<file path="config.mk">
export PLATFORM = sky130hd
export DESIGN_NAME = gfalu_builder_flat
export DESIGN_NICKNAME = d
export VERILOG_FILES = /design/src/rtl/gfalu_pkg.sv /design/src/rtl/gfalu_if.sv /design/src/rtl/gfalu_builder.sv /design/src/flat_wrapper.sv
export SDC_FILE = /design/constraint.sdc
export NUM_CORES = 1
export LEC_CHECK = 0
export BUFFER_PORTS_ARGS = -buffer_cell sky130_fd_sc_hd__buf_2
export CORE_MARGIN = 2
export CORE_UTILIZATION = 45
export CTS_CLUSTER_DIAMETER = 100
export DETAILED_ROUTE_END_ITERATION = 7
export PLACE_DENSITY = 0.75
export SYNTH_ARGS = -nofsm -noshare
export SYNTH_HDL_FRONTEND = slang
export SYNTH_SLANG_ARGS = --single-unit
export TNS_END_PERCENT = 20
</file>
<file path="constraint.sdc">
create_clock -name clock -period 2.1 [get_ports clock]
set_clock_uncertainty 0.05 [all_clocks]
set_input_delay 0 -clock clock [delete_from_list [all_inputs] [get_ports clock]]
set_output_delay 0 -clock clock [all_outputs]
set_load 0.1 [all_outputs]
</file>
<file path="src/rtl/gfalu_pkg.sv">
// gfalu_pkg: shared types, codes and field constants for the gf(2^n) log table alu
// used by the channel interfaces, the table builder and the top level
package gfalu_pkg;

   localparam int MAX_FIELD_BITS_DEFAULT = 16;
   localparam int OPCODE_W = 3;
   localparam int ELEM_W   = 16;
   localparam int MODE_W   = 2;
   localparam int POLY_W   = 17;

   typedef enum logic [OPCODE_W-1:0] {
      OP_ADD = 3'd0,
      OP_SUB = 3'd1,
      OP_MUL = 3'd2,
      OP_DIV = 3'd3,
      OP_INV = 3'd4
   } opcode_type;

   typedef enum logic [MODE_W-1:0] {
      MODE_GF16    = 2'd0,
      MODE_GF256   = 2'd1,
      MODE_GF65536 = 2'd2
   } field_mode_type;

   typedef enum logic {
      BLD_IDLE = 1'b0,
      BLD_RUN  = 1'b1
   } build_state_type;

   typedef struct packed {
      logic           busy;
      field_mode_type mode;
   } bld_status_type;

   function automatic logic [4:0] mode_bits(input field_mode_type m);
      case (m)
         MODE_GF16:    mode_bits = 5'd4;
         MODE_GF256:   mode_bits = 5'd8;
         MODE_GF65536: mode_bits = 5'd16;
         default:      mode_bits = 5'd4;
      endcase
   endfunction

   function automatic logic [POLY_W-1:0] mode_poly(input field_mode_type m);
      case (m)
         MODE_GF16:    mode_poly = 17'h00013;
         MODE_GF256:   mode_poly = 17'h0011d;
         MODE_GF65536: mode_poly = 17'h1100b;
         default:      mode_poly = 17'h00013;
      endcase
   endfunction

   // all ones of field width, also the multiplicative group order
   function automatic logic [ELEM_W-1:0] mode_mask(input field_mode_type m);
      case (m)
         MODE_GF16:    mode_mask = 16'h000f;
         MODE_GF256:   mode_mask = 16'h00ff;
         MODE_GF65536: mode_mask = 16'hffff;
         default:      mode_mask = 16'h000f;
      endcase
   endfunction

endpackage

</file>
<file path="src/rtl/gfalu_if.sv">


interface gfalu_csr_if;
   logic                          valid;
   logic                          ready;
   logic [gfalu_pkg::MODE_W-1:0]  wdata;

   modport source(output valid, wdata, input ready);
   modport sink(input valid, wdata, output ready);
endinterface

</file>
<file path="src/rtl/gfalu_builder.sv">
// gfalu_builder: field mode register and log/antilog table generator
// depends on gfalu_pkg and gfalu_csr_if
module gfalu_builder #(
   parameter int MAX_FIELD_BITS = gfalu_pkg::MAX_FIELD_BITS_DEFAULT
) (
   input  logic                         clock,
   input  logic                         reset,
   gfalu_csr_if.sink                    csr,
   output gfalu_pkg::bld_status_type    status,
   output logic                         wr_en,
   output logic [MAX_FIELD_BITS-1:0]    log_wr_addr,
   output logic [MAX_FIELD_BITS-1:0]    log_wr_data,
   output logic [MAX_FIELD_BITS-1:0]    alog_wr_addr,
   output logic [MAX_FIELD_BITS-1:0]    alog_wr_data
);

   localparam int VAL_W = MAX_FIELD_BITS + 1;

   gfalu_pkg::build_state_type state_ff, state_in;
   gfalu_pkg::field_mode_type  mode_ff, mode_in;
   logic [MAX_FIELD_BITS-1:0]  count_ff, count_in;
   logic [VAL_W-1:0]           value_ff, value_in;

   gfalu_pkg::field_mode_type  wr_mode;
   logic                       mode_write;
   logic [MAX_FIELD_BITS-1:0]  last_count;
   logic [VAL_W-1:0]           doubled;
   logic [gfalu_pkg::POLY_W-1:0] poly;
   logic [4:0]                 nbits;

   assign csr.ready = 1'b1;

   // modes wider than the tables are dropped, as is the unused code
   always_comb begin
      wr_mode    = gfalu_pkg::field_mode_type'(csr.wdata);
      mode_write = csr.valid && (csr.wdata <= gfalu_pkg::MODE_W'(gfalu_pkg::MODE_GF65536))
                   && (32'(gfalu_pkg::mode_bits(wr_mode)) <= MAX_FIELD_BITS);
   end

   always_comb begin
      nbits      = gfalu_pkg::mode_bits(mode_ff);
      poly       = gfalu_pkg::mode_poly(mode_ff);
      last_count = MAX_FIELD_BITS'(gfalu_pkg::mode_mask(mode_ff)) - MAX_FIELD_BITS'(1);
      doubled    = {value_ff[MAX_FIELD_BITS-1:0], 1'b0};
      if (doubled[nbits]) begin
         doubled = doubled ^ poly[VAL_W-1:0];
      end
   end

   // next state
   always_comb begin
      state_in = state_ff;
      case (state_ff)
         gfalu_pkg::BLD_IDLE: begin
            if (mode_write) begin
               state_in = gfalu_pkg::BLD_RUN;
            end
         end
         gfalu_pkg::BLD_RUN: begin
            if (mode_write) begin
               state_in = gfalu_pkg::BLD_RUN;
            end else if (count_ff == last_count) begin
               state_in = gfalu_pkg::BLD_IDLE;
            end
         end
         default: state_in = gfalu_pkg::BLD_IDLE;
      endcase
   end

   // outputs
   always_comb begin
      wr_en       = 1'b0;
      status.busy = 1'b0;
      case (state_ff)
         gfalu_pkg::BLD_IDLE: begin
            wr_en       = 1'b0;
            status.busy = 1'b0;
         end
         gfalu_pkg::BLD_RUN: begin
            wr_en       = 1'b1;
            status.busy = 1'b1;
         end
         default: begin
            wr_en       = 1'b0;
            status.busy = 1'b0;
         end
      endcase
      status.mode  = mode_ff;
      log_wr_addr  = value_ff[MAX_FIELD_BITS-1:0];
      log_wr_data  = count_ff;
      alog_wr_addr = count_ff;
      alog_wr_data = value_ff[MAX_FIELD_BITS-1:0];
   end

   always_comb begin
      mode_in  = mode_ff;
      count_in = count_ff;
      value_in = value_ff;
      if (mode_write) begin
         mode_in  = wr_mode;
         count_in = '0;
         value_in = VAL_W'(1);
      end else if (state_ff == gfalu_pkg::BLD_RUN) begin
         if (count_ff == last_count) begin
            value_in = VAL_W'(1);
         end else begin
            count_in = count_ff + MAX_FIELD_BITS'(1);
            value_in = doubled;
         end
      end
   end

   always_ff @(posedge clock) begin
      if (reset) begin
         state_ff <= gfalu_pkg::BLD_RUN;
         mode_ff  <= (MAX_FIELD_BITS >= 8) ? gfalu_pkg::MODE_GF256 : gfalu_pkg::MODE_GF16;
         count_ff <= '0;
         value_ff <= VAL_W'(1);
      end else begin
         state_ff <= state_in;
         mode_ff  <= mode_in;
         count_ff <= count_in;
         value_ff <= value_in;
      end
   end

endmodule

</file>
<file path="src/flat_wrapper.sv">
// flat-port wrapper written by rule: the top's interface ports become plain ports
module gfalu_builder_flat 
#(
   parameter int MAX_FIELD_BITS = gfalu_pkg::MAX_FIELD_BITS_DEFAULT
)
  (clock, reset, status, wr_en, log_wr_addr, log_wr_data, alog_wr_addr, alog_wr_data, csr_valid, csr_wdata, csr_ready);
  gfalu_csr_if csr_i ();
  input  logic clock;
  input  logic reset;
  output gfalu_pkg::bld_status_type status;
  output logic wr_en;
  output logic [MAX_FIELD_BITS-1:0] log_wr_addr;
  output logic [MAX_FIELD_BITS-1:0] log_wr_data;
  output logic [MAX_FIELD_BITS-1:0] alog_wr_addr;
  output logic [MAX_FIELD_BITS-1:0] alog_wr_data;
  input wire logic [$bits(csr_i.valid)-1:0] csr_valid;
  input wire logic [$bits(csr_i.wdata)-1:0] csr_wdata;
  output wire logic [$bits(csr_i.ready)-1:0] csr_ready;
  assign csr_i.valid = csr_valid;
  assign csr_i.wdata = csr_wdata;
  assign csr_ready = csr_i.ready;
  gfalu_builder #(.MAX_FIELD_BITS(MAX_FIELD_BITS)) u_core (.clock(clock), .reset(reset), .csr(csr_i), .status(status), .wr_en(wr_en), .log_wr_addr(log_wr_addr), .log_wr_data(log_wr_data), .alog_wr_addr(alog_wr_addr), .alog_wr_data(alog_wr_data));
endmodule
</file>
==> results of run 1 <==
routing by layer:
metal | GRT usage, % | routed length, um | vias to the layer above
met3 | 5.000 | 292 | 4
met2 | 27.47 | 2087 | 52
met5 | 0 | 0 | -
met1 | 24.01 | 2280 | 867
met4 | 8.595 | 51 | 0
li1 | - | - | 964
worst max-delay path: stages (launching register included):
cell and delay (ps):
dfxtp_4 360, inv_1 40, ha_1 230, nand2_1 80, nor3_1 60, o211a_2 250, buf_4 190, or4_1 470
a21oi_1 140
per-stage QoR:
stage | hold WS [ps] | cells | setup TNS [ps] | total power (W)
after global routing | 53.12 | 352 | 0 | 0.001405
after global placement | 156.5 | 341 | 0 | 0.0009025
after detailed placement | 173.5 | 341 | 0 | 0.0009043
final | 31.39 | 352 | 0 | 0.001361
after CTS | 21.98 | 352 | 0 | 0.001381
after floorplan | 17.01 | 255 | -18.77 | 0.0008771
cells in the mapped netlist:
library cell  count  area, um2
a21o_1            2      15.01
a21oi_1          25      125.1
a21oi_2           6      52.55
a311oi_1          1      8.760
a32oi_1           1      8.760
and3_1            1      6.260
and4_1            1      8.760
buf_2             2      10.01
buf_4            34      255.2
buf_6             2      22.52
clkbuf_1         11      41.29
conb_1            1      3.750
dfxtp_1          35      700.7
ha_1              4      50.05
inv_1             6      22.52
mux2_1            1      11.26
mux2i_1           2      20.02
nand2_1          11      41.29
nand2b_1         13      81.33
nand3_1          19      95.09
nand3b_1          8      60.06
nand4_1           7      43.79
nor2_1            6      22.52
nor3_1            4      20.02
nor3b_1           1      7.510
nor4_1            2      12.51
nor4_2            1      12.51
o211a_2           1      10.01
o211ai_1          2      15.01
o21a_1            2      15.01
o21ai_0           1      5.000
o21ai_1          11      55.05
o22ai_1           1      6.260
o31ai_1           5      37.54
or2_2             1      6.260
or3_1            13      81.33
or4_1             6      45.04
xnor2_1           5      43.79
report_power, final:
group | internal [W] | total [W] | switching (W) | leakage, nW
Combinational | 0.0000443 | 0.000215 | 0.000171 | 0.713
Sequential | 0.000666 | 0.000678 | 0.0000120 | 0.293
Clock | 0.000233 | 0.000467 | 0.000235 | 0.0422
cells by family after synthesis:
| kind of cell | after synthesis | share of synthesized area, % |
|---|---|---|
| AO/OA/AOI/OAI | 58 | 17.03 |
| XOR/XNOR | 5 | 2.106 |
| adder cells (fa/ha/maj) | 4 | 2.407 |
| buffers and inverters | 55 | 16.91 |
| flip-flops | 35 | 33.69 |
| multiplexers | 3 | 1.504 |
| other | 1 | 0.1803 |
| AND/OR/NAND/NOR | 94 | 26.17 |
sequential cells by signal (all words and copies together) (netlist names):
register and flops:
u_core.state_ff 1, u_core.mode_ff 2, u_core.value_ff 16, u_core.alog_wr_addr 16
area by class of cell:
cell class	count	area, um2
repair buffers	86	473.0
multi-input cells	165	1027
fillers	434	2001
clock buffers	7	76.32
flip-flops and latches	35	744.5
clock inverters	1	5.005
well taps	52	65.06
inverters	6	22.52
how the worst max path moves through the flow:
stage / startpoint / endpoint / slack [ps] / cells after the start
after floorplan: u_core.mode_ff[0] / u_core.alog_wr_addr[5] / -20 / 9
after global placement: u_core.alog_wr_addr[4] / u_core.alog_wr_addr[12] / 220 / 6
after detailed placement: u_core.mode_ff[0] / u_core.alog_wr_addr[6] / 180 / 8
after CTS: u_core.mode_ff[0] / u_core.alog_wr_addr[6] / 160 / 8
after global routing: u_core.mode_ff[0] / u_core.alog_wr_addr[6] / 30 / 8
final: u_core.mode_ff[0] / u_core.alog_wr_addr[6] / 160 / 8
==> results by group, run 1 <==
Clocking
  – Hold buffers post-CTS: 3
  – Clock Tree Root: clkbuf_8
  – Htree depth: 2
  – CTS Buf Count: 5
  – CTS Buffer Depth: 2
  – Clock sink count: 35
  – Post-CTS Setup Inserts: 0
  – Worst-Skew Late Latency: 290 ps
  – Clock Pin Slew Worst Setup and Hold Paths: 70 ps
  – Number of cells upsized or downsized after cts: 0
  – CTS tree: yes

Floorplan
  – Total core area: 0.004414 mm2
  – # IOs: 74
  – Die W: 71.98 um
  – Initial Util: 47.11%
  – # rows: 24
  – Die Y: 71.98 um
  – Full die area: 0.005181 mm2

Worst hold path
  – Hold path endpoint: u_core.mode_ff[0]
  – Worst Hold Launch: csr_valid
  – Hold Crit Class: in2reg
  – WHS Path Cells: 4

Placed design
  – Final Wtd Congestion: 0.8200
  – Detailed Place HPWL: 3360 um
  – Port Buf Inserts: 72
  – DP Area: 0.002302 mm2
  – DP Worst Slack: 181.5 ps

Setup path
  – Worst-path maximum fanout: 18
  – Arrival @ worst endpoint: 2110 ps
  – Setup Crit Path Kind: reg2reg
  – Worst Reg-to-Reg Cells: 8
  – Setup crit end kind: flip-flop
  – WP data required: 2270 ps
  – Reg2reg end: u_core.alog_wr_addr[6]
  – Reg-to-Reg Start: u_core.mode_ff[0]
  – CP Launch Type: flip-flop
  – FF-to-FF setup slack: 160 ps

Global routing
  – Largest net degree at the start of global routing: 37
  – GRT Total Usage: 18.16%
  – Congestion Overflow GR: 0
  – First-pass GRT wire length: 7341 um
  – Number of global-route vias before repair: 1582
  – Antenna violations before repair: 0

Drt
  – Wire per inst: 13.39 um
  – Vias post-DR: 1887
  – DR DRC count: 0
  – First-pass iteration count of the detailed router: 4
  – Detailed-route vias per instance: 5.361
  – WL final: 4712 um
  – Initial drt markers: 92
  – DRT antenna net count: 0

STA
  – Final Hold Fails: 0
  – FMAX: 515.8 MHz
  – Final Slew Violations: 0
  – Post-layout minimum cycle time: 1939 ps
  – Unrepaired setup endpoints after global routing: no
  – Worst Setup Slack, final: 161.2 ps
  – Period Utilization, post-route: 92.33%
  – Final setup vio count: 0

Synth
  – Syn nets: 264
  – Synth Instances: 255
  – Mapped Avg Cell Area: 8.155 um2
  – Post-synth cell types: 38
  – Cell area after synthesis: 0.002079 mm2
  – Synth Warn #: 0
  – Post-synthesis sequential area ratio: 33.69%
  – Yosys reg bits: 35

Final layout
  – # diodes: 0
  – Share of cells above drive strength 1: 39.00%
  – Leading cell types in the layout, fill and taps excluded: 72 x buf_2, 25 x a21oi_1, 19 x nand3_1
  – Final core occ: 54.68%
  – Commonest non-fill, non-tap cell in the layout: buf_2
  – Area Growth Syn to Fin: 16.06%
  – Fin nets: 308
  – Design area: 0.002414 mm2

Run
  – MaxCap Viol Count: 0

Power
  – Static leakage: 1.049 nW
  – Peak supply drop: 303.8 uV
  – Pwr per Cell Area: 563.7 mW/mm2

Outcome
  – Outcome: completed
No activity file was read; power rests on OpenSTA's default activity.
==> inputs of run 2 (changes only) <==
- HOLD_SLACK_MARGIN: not set -> 0.06
==> run 2 against run 1 <==
  * Clock power about the same
  * Largest power group unchanged
  * Cell area rose by 0.83%
  * Sequential cell count stayed put
  * Setup slack worse by 0.81 ps
  * Final cell count grew 0.57%
  * Non-clock buffer count rose by 2
  * Critical endpoint unchanged
  * Register-to-register slack is essentially flat
  * Sequential share of layout area shrank 0.25 points
==> results by group, run 2 (synthesis gave the netlist of run 1 again) <==
Final layout
  – Share of cells above drive strength 1: 38.74% (-0.26 points)
  – Fillers: 433 (-0.23%)
  – Area of the multi-input gates: 0.001027 mm2 (unchanged)
  – # diodes: 0 (unchanged)
  – Reg area: 744.5 um2 (unchanged)
  – Commonest non-fill, non-tap cell in the layout: buf_2
  – Fin nets: 310 (+0.65%)
  – Leading cell types in the layout, fill and taps excluded: 72 x buf_2, 25 x a21oi_1, 19 x nand3_1
  – Area Growth Syn to Fin: 17.03%

Floorplan
  – Total core area: 0.004414 mm2 (unchanged)
  – Die Y: 71.98 um (unchanged)
  – Die W: 71.98 um (unchanged)
  – # rows: 24 (unchanged)
  – Initial Util: 47.11% (unchanged)
  – # IOs: 74 (unchanged)
  – Full die area: 0.005181 mm2 (unchanged)

Setup path
  – Reg-to-Reg Start: u_core.mode_ff[0]
  – Max incr delay on CP: 470 ps (about the same)
  – WP data required: 2270 ps (about the same)
  – CP Launch Type: flip-flop
  – Setup crit end kind: flip-flop
  – Arrival @ worst endpoint: 2110 ps (about the same)
  – Slowest cell on the critical path: or4_1
  – Worst-path cell chain: inv_1 -> ha_1 -> nand2_1 -> nor3_1 -> o211a_2 -> buf_4 -> or4_1 -> a21oi_1
  – Worst Reg-to-Reg Cells: 8 (unchanged)
  – Reg2reg end: u_core.alog_wr_addr[6]
  – CP Launch Point: u_core.mode_ff[0]
  – Setup Crit Path Kind: reg2reg
  – Worst-path maximum fanout: 18 (unchanged)
  – FF-to-FF setup slack: 160 ps (about the same)

STA
  – Final Slew Violations: 0 (unchanged)
  – Unrepaired setup endpoints after global routing: no
  – Final Hold Fails: 0 (unchanged)
  – Hold slack: 147.9 ps (+116.5 ps)
  – Period Utilization, post-route: 92.36% (about the same)
  – Worst Setup Slack, final: 160.4 ps (-0.8110 ps)
  – Final setup vio count: 0 (unchanged)
  – Post-layout minimum cycle time: 1940 ps (+0.8110 ps)
  – FMAX: 515.6 MHz (about the same)

Clocking
  – Post-CTS Setup Inserts: 0 (unchanged)
  – Number of cells upsized or downsized after cts: 0 (unchanged)
  – Worst-Skew Late Latency: 290 ps (about the same)
  – CTS Buffer Depth: 2 (unchanged)
  – Htree depth: 2 (unchanged)
  – Clock sink count: 35 (unchanged)
  – CTS tree: yes
  – Hold buffers post-CTS: 5 (+2)
  – Clock Tree Root: clkbuf_8
  – CTS Buf Count: 5 (unchanged)
  – Clock Pin Slew Worst Setup and Hold Paths: 70 ps (about the same)

Power
  – Static leakage: 1.058 nW (+0.88%)
  – Sw frac: 30.66% (-0.046 points)
  – Pint: 0.0009461 W (+0.35%)
  – Peak supply drop: 304.5 uV (+0.21%)
  – Logic gate share of total power: 16.1% (+0.3 points)
  – Psw: 0.0004183 W (+0.13%)
  – Register share of total power: 49.7% (about the same)
  – Pwr per Cell Area: 560.7 mW/mm2 (-0.54%)
  – Clock power frac: 34.2% (about the same)

Worst hold path
  – WHS Path Cells: 5 (+1)
  – Hold Crit Class: in2reg
  – Hold path endpoint: u_core.state_ff
  – Worst Hold Launch: csr_wdata[1]

Global routing
  – GRT Total Usage: 18.34% (+0.17 points)
  – Largest net degree at the start of global routing: 37 (unchanged)
  – First-pass GRT wire length: 7403 um (+0.84%)
  – Number of global-route vias before repair: 1600 (+1.1%)
  – Antenna violations before repair: 0 (unchanged)
  – Congestion Overflow GR: 0 (unchanged)

Drt
  – Wire per inst: 13.46 um (+0.55%)
  – Detailed-route vias per instance: 5.395 (+0.65%)
  – DRT antenna net count: 0 (unchanged)
  – Vias post-DR: 1910 (+1.2%)
  – Initial drt markers: 93 (+1.1%)
  – WL final: 4765 um (+1.1%)
  – DR DRC count: 0 (unchanged)
  – First-pass iteration count of the detailed router: 4 (unchanged)

Placed design
  – Port Buf Inserts: 72 (unchanged)
  – Final Wtd Congestion: 0.8200 (unchanged)
  – DP Worst Slack: 181.5 ps (unchanged)
  – Detailed Place HPWL: 3360 um (unchanged)

Run
  – MaxCap Viol Count: 0 (unchanged)

Outcome
  – Outcome: completed
## run 2: power groups by stage
stage	clock, W	sequential, W	combinational (W)
after floorplan	0	0.000757	0.000120
after global placement	0	0.000692	0.000210
after detailed placement	0	0.000694	0.000211
after CTS	0.000487	0.000678	0.000219
after global routing	0.000501	0.000680	0.000229
final	0.000467	0.000678	0.000219
## run 2: how the worst max path moves through the flow
stage | endpoint | slack [ps]
floorplan | u_core.alog_wr_addr[5] | -20
global placement | u_core.alog_wr_addr[12] | 220
detailed placement | u_core.alog_wr_addr[6] | 180
CTS | u_core.alog_wr_addr[6] | 160
global route | u_core.alog_wr_addr[6] | 30
finish | u_core.alog_wr_addr[6] | 160
## run 2: cell type report
class,instances,share of cell area (%)
multi-input combinational,165,42.21
sequential,35,30.59
timing repair buffer,88,20.26
clock buffer,7,3.136
tap,52,2.674
inverter,6,0.9255
clock inverter,1,0.2057
## run 2: routing by layer
layer	up-vias	GRT usage (%)	routed length [um]	part of all wire, %
met1	887	24.01	2289	48
met3	4	5.000	262	5.5
met2	49	28.09	2161	45
met4	0	8.595	51	1.1
met5	-	0	0	0
li1	970	-	-	-
## run 2: per-stage QoR
stage / TNS [ps] / utilization (%) / cells / total power [W] / area, um2
floorplan: -18.77 / - / 255 / 0.0008771 / 2128
global placement: 0 / 52.15 / 341 / 0.0009025 / 2302
detailed placement: 0 / 52.15 / 341 / 0.0009043 / 2302
CTS: 0 / 55.13 / 354 / 0.001385 / 2434
global route: 0 / 55.13 / 354 / 0.001410 / 2434
finish: 0 / 55.13 / 354 / 0.001364 / 2434
## run 2: worst max-delay path, delay by kind of cell (launching register included)
family / cells / cell delay [ps]
flops: 1 / 360
compound gates: 2 / 390
simple gates: 3 / 610
buf+inv: 2 / 230
fa+ha+maj: 1 / 230
==> inputs of run 3 (changes only) <==
- PLACE_DENSITY: 0.75 -> 0.72
- clock period: 2.1 -> 2 ns (I/O delays scaled with it)
==> run 3 against run 2 <==
  * First-iteration DRC count decreased by 24%
  * Combinational power is 5% higher
  * Fmax rose by 3.0%
  * Sequential cell count is the same
==> results by group, run 3 (synthesis gave the netlist of run 1 again) <==
STA
  – FMAX: 531.0 MHz (+3.0%)
  – Final setup vio count: 0 (unchanged)
  – Period Utilization, post-route: 94.16% (+1.8 points)
  – Final Hold Fails: 0 (unchanged)
  – Unrepaired setup endpoints after global routing: no
  – Worst-Margin Slew: 548.3 ps
  – Post-layout minimum cycle time: 1883 ps (-56.43 ps)
  – Final Slew Violations: 0 (unchanged)
  – Setup_tns: 0 ps (unchanged)
  – Worst rel slew slack: 63.45%

Global routing
  – First-pass GRT wire length: 7679 um (+3.7%)
  – Antenna violations before repair: 0 (unchanged)
  – Congestion Overflow GR: 0 (unchanged)
  – GRT Total Usage: 18.66% (+0.32 points)
  – Number of global-route vias before repair: 1670 (+4.4%)
  – Largest net degree at the start of global routing: 31 (-16%)

Drt
  – Detailed-route vias per instance: 5.457 (+1.1%)
  – First-pass iteration count of the detailed router: 4 (unchanged)
  – WL final: 4648 um (-2.5%)
  – DRT antenna net count: 0 (unchanged)
  – Wire per inst: 13.20 um (-1.9%)
  – Vias post-DR: 1921 (+0.58%)
  – Initial drt markers: 71 (-24%)
  – DR DRC count: 0 (unchanged)

Setup path
  – FF-to-FF setup slack: 120 ps (-40 ps)
  – CP Launch Point: u_core.alog_wr_addr[0]
  – Max incr delay on CP: 460 ps (about the same)
  – Setup Crit Path Kind: reg2reg
  – Reg2reg end: u_core.alog_wr_addr[6]
  – Crit path depth: 7 (-1)
  – Crit path buf inv count: 2 (unchanged)
  – CP Launch Type: flip-flop
  – Worst setup path endpoint: u_core.alog_wr_addr[6]
  – Worst-path cell chain: inv_1 -> ha_1 -> and3_1 -> o211a_2 -> buf_12 -> or4_1 -> a21oi_1
  – Worst path top cell family by delay: simple AND/OR/NAND/NOR gates
  – Reg-to-Reg Start: u_core.alog_wr_addr[0]
  – Worst-path maximum fanout: 22 (+4)
  – Setup crit end kind: flip-flop
  – Arrival @ worst endpoint: 2050 ps (-60 ps)
  – Worst Reg-to-Reg Cells: 7 (-1)
  – WP data required: 2170 ps (-100 ps)
  – Slowest cell on the critical path: or4_1

Final layout
  – Leading cell types in the layout, fill and taps excluded: 72 x buf_2, 25 x a21oi_1, 19 x nand3_1
  – Share of cells above drive strength 1: 41.00% (+2.3 points)
  – Area Growth Syn to Fin: 21.72%
  – # diodes: 0 (unchanged)
  – Fin nets: 308 (-0.65%)
  – Commonest non-fill, non-tap cell in the layout: buf_2
  – Fillers: 420 (-3.0%)
  – Design area: 0.002531 mm2 (+4.0%)

Clocking
  – CTS Buf Count: 5 (unchanged)
  – Clock Pin Slew Worst Setup and Hold Paths: 80 ps (about the same)
  – Worst-Skew Late Latency: 290 ps (about the same)
  – CTS Buffer Depth: 2 (unchanged)
  – Htree depth: 2 (unchanged)
  – CTS tree: yes
  – Clock sink count: 35 (unchanged)
  – Clock Tree Root: clkbuf_8

Run
  – MaxCap Viol Count: 0 (unchanged)

Power
  – Static leakage: 1.077 nW (+1.8%)
  – Register share of total power: 43.7% (-6.0 points)
  – Logic gate share of total power: 14.4% (-1.7 points)
  – Pwr per Cell Area: 634.1 mW/mm2 (+13%)
  – Psw: 0.0004680 W (+12%)
  – Pint: 0.001137 W (+20%)
  – Peak supply drop: 329.3 uV (+8.2%)
  – Sw frac: 29.16% (-1.5 points)
  – Clock power frac: 41.9% (+7.7 points)

Floorplan
  – Total core area: 0.004414 mm2 (unchanged)
  – Die Y: 71.98 um (unchanged)
  – # IOs: 74 (unchanged)
  – Full die area: 0.005181 mm2 (unchanged)
  – # rows: 24 (unchanged)
  – Initial Util: 47.11% (unchanged)
  – Die W: 71.98 um (unchanged)

Placed design
  – Final Wtd Congestion: 0.8062 (-1.7%)
  – DP Area: 0.002347 mm2 (+2.0%)
  – Port Buf Inserts: 72 (unchanged)
  – Detailed Place HPWL: 3289 um (-2.1%)

Worst hold path
  – Hold Crit Class: in2reg
  – Worst Hold Launch: csr_wdata[1]

Outcome
  – Outcome: completed
## run 3: changes by cell type in the layout (fill, tap and decap cells not counted), sizes merged
cell,before,now
buf,83,81
inv,6,7
clkinv,1,0
## run 3: power by group through the flow
| stage | clock, W | sequential (W) | combinational (W) |
|---|---|---|---|
| floorplan | 0 | 0.000785 | 0.000132 |
| global placement | 0 | 0.000719 | 0.000221 |
| detailed placement | 0 | 0.000719 | 0.000222 |
| CTS | 0.000693 | 0.000702 | 0.000231 |
| global route | 0.000713 | 0.000704 | 0.000243 |
| finish | 0.000672 | 0.000702 | 0.000230 |
## run 3: area by class of cell
| type | count | area [um2] | share of cell area, % |
|---|---|---|---|
| clock buffers | 7 | 118.9 | 4.696 |
| clock inverters | 1 | 6.256 | 0.2472 |
| inverters | 6 | 22.52 | 0.8898 |
| multi-input cells | 165 | 1064 | 42.02 |
| flip-flops and latches | 35 | 764.5 | 30.20 |
| well taps | 52 | 65.06 | 2.570 |
| repair buffers | 86 | 490.5 | 19.38 |
## run 3: metal layers
metal  global-route usage [%]  part of all wire, %  up-vias
li1                         -                    -      972
met1                    23.34                   48      893
met2                    31.28                   46       50
met3                    4.028                  4.6        6
met4                    7.547                  1.5        0
met5                        0                    0        -
## run 3: tightest hold or removal path, stage by stage
cell and delay (ps):
buf_2 100, nand2_1 60, a21oi_1 70, buf_4 150, nand2_1 50
## run 3: worst min-delay path by stage
stage / end / slack, ps / cells after the start
after floorplan: u_core.mode_ff[1] / 20 / 1
after global placement: u_core.mode_ff[1] / 160 / 2
after detailed placement: u_core.mode_ff[1] / 160 / 2
after CTS: u_core.state_ff / 110 / 5
after global routing: u_core.state_ff / 150 / 5
final: u_core.state_ff / 110 / 5
## run 3: timing repair
action	4_1_cts	5_1_grt
gates resized for setup	0	1
hold buffers	5	0
buffers inserted	0	0
setup endpoints to repair	0	5
endpoints found under the hold margin	3	0
## run 3: per-stage QoR
stage | utilization [%] | hold WS, ps | setup slack (ps) | cells | power (W)
final | 57.34 | 111.0 | 116.8 | 352 | 0.001605
after global routing | 57.34 | 147.0 | 4.474 | 352 | 0.001660
after CTS | 57.14 | 109.3 | 109.5 | 352 | 0.001626
after floorplan | - | 17.01 | -28.00 | 255 | 0.0009165
after detailed placement | 53.17 | 157.4 | 131.2 | 339 | 0.0009408
after global placement | 53.17 | 156.6 | 147.2 | 339 | 0.0009393
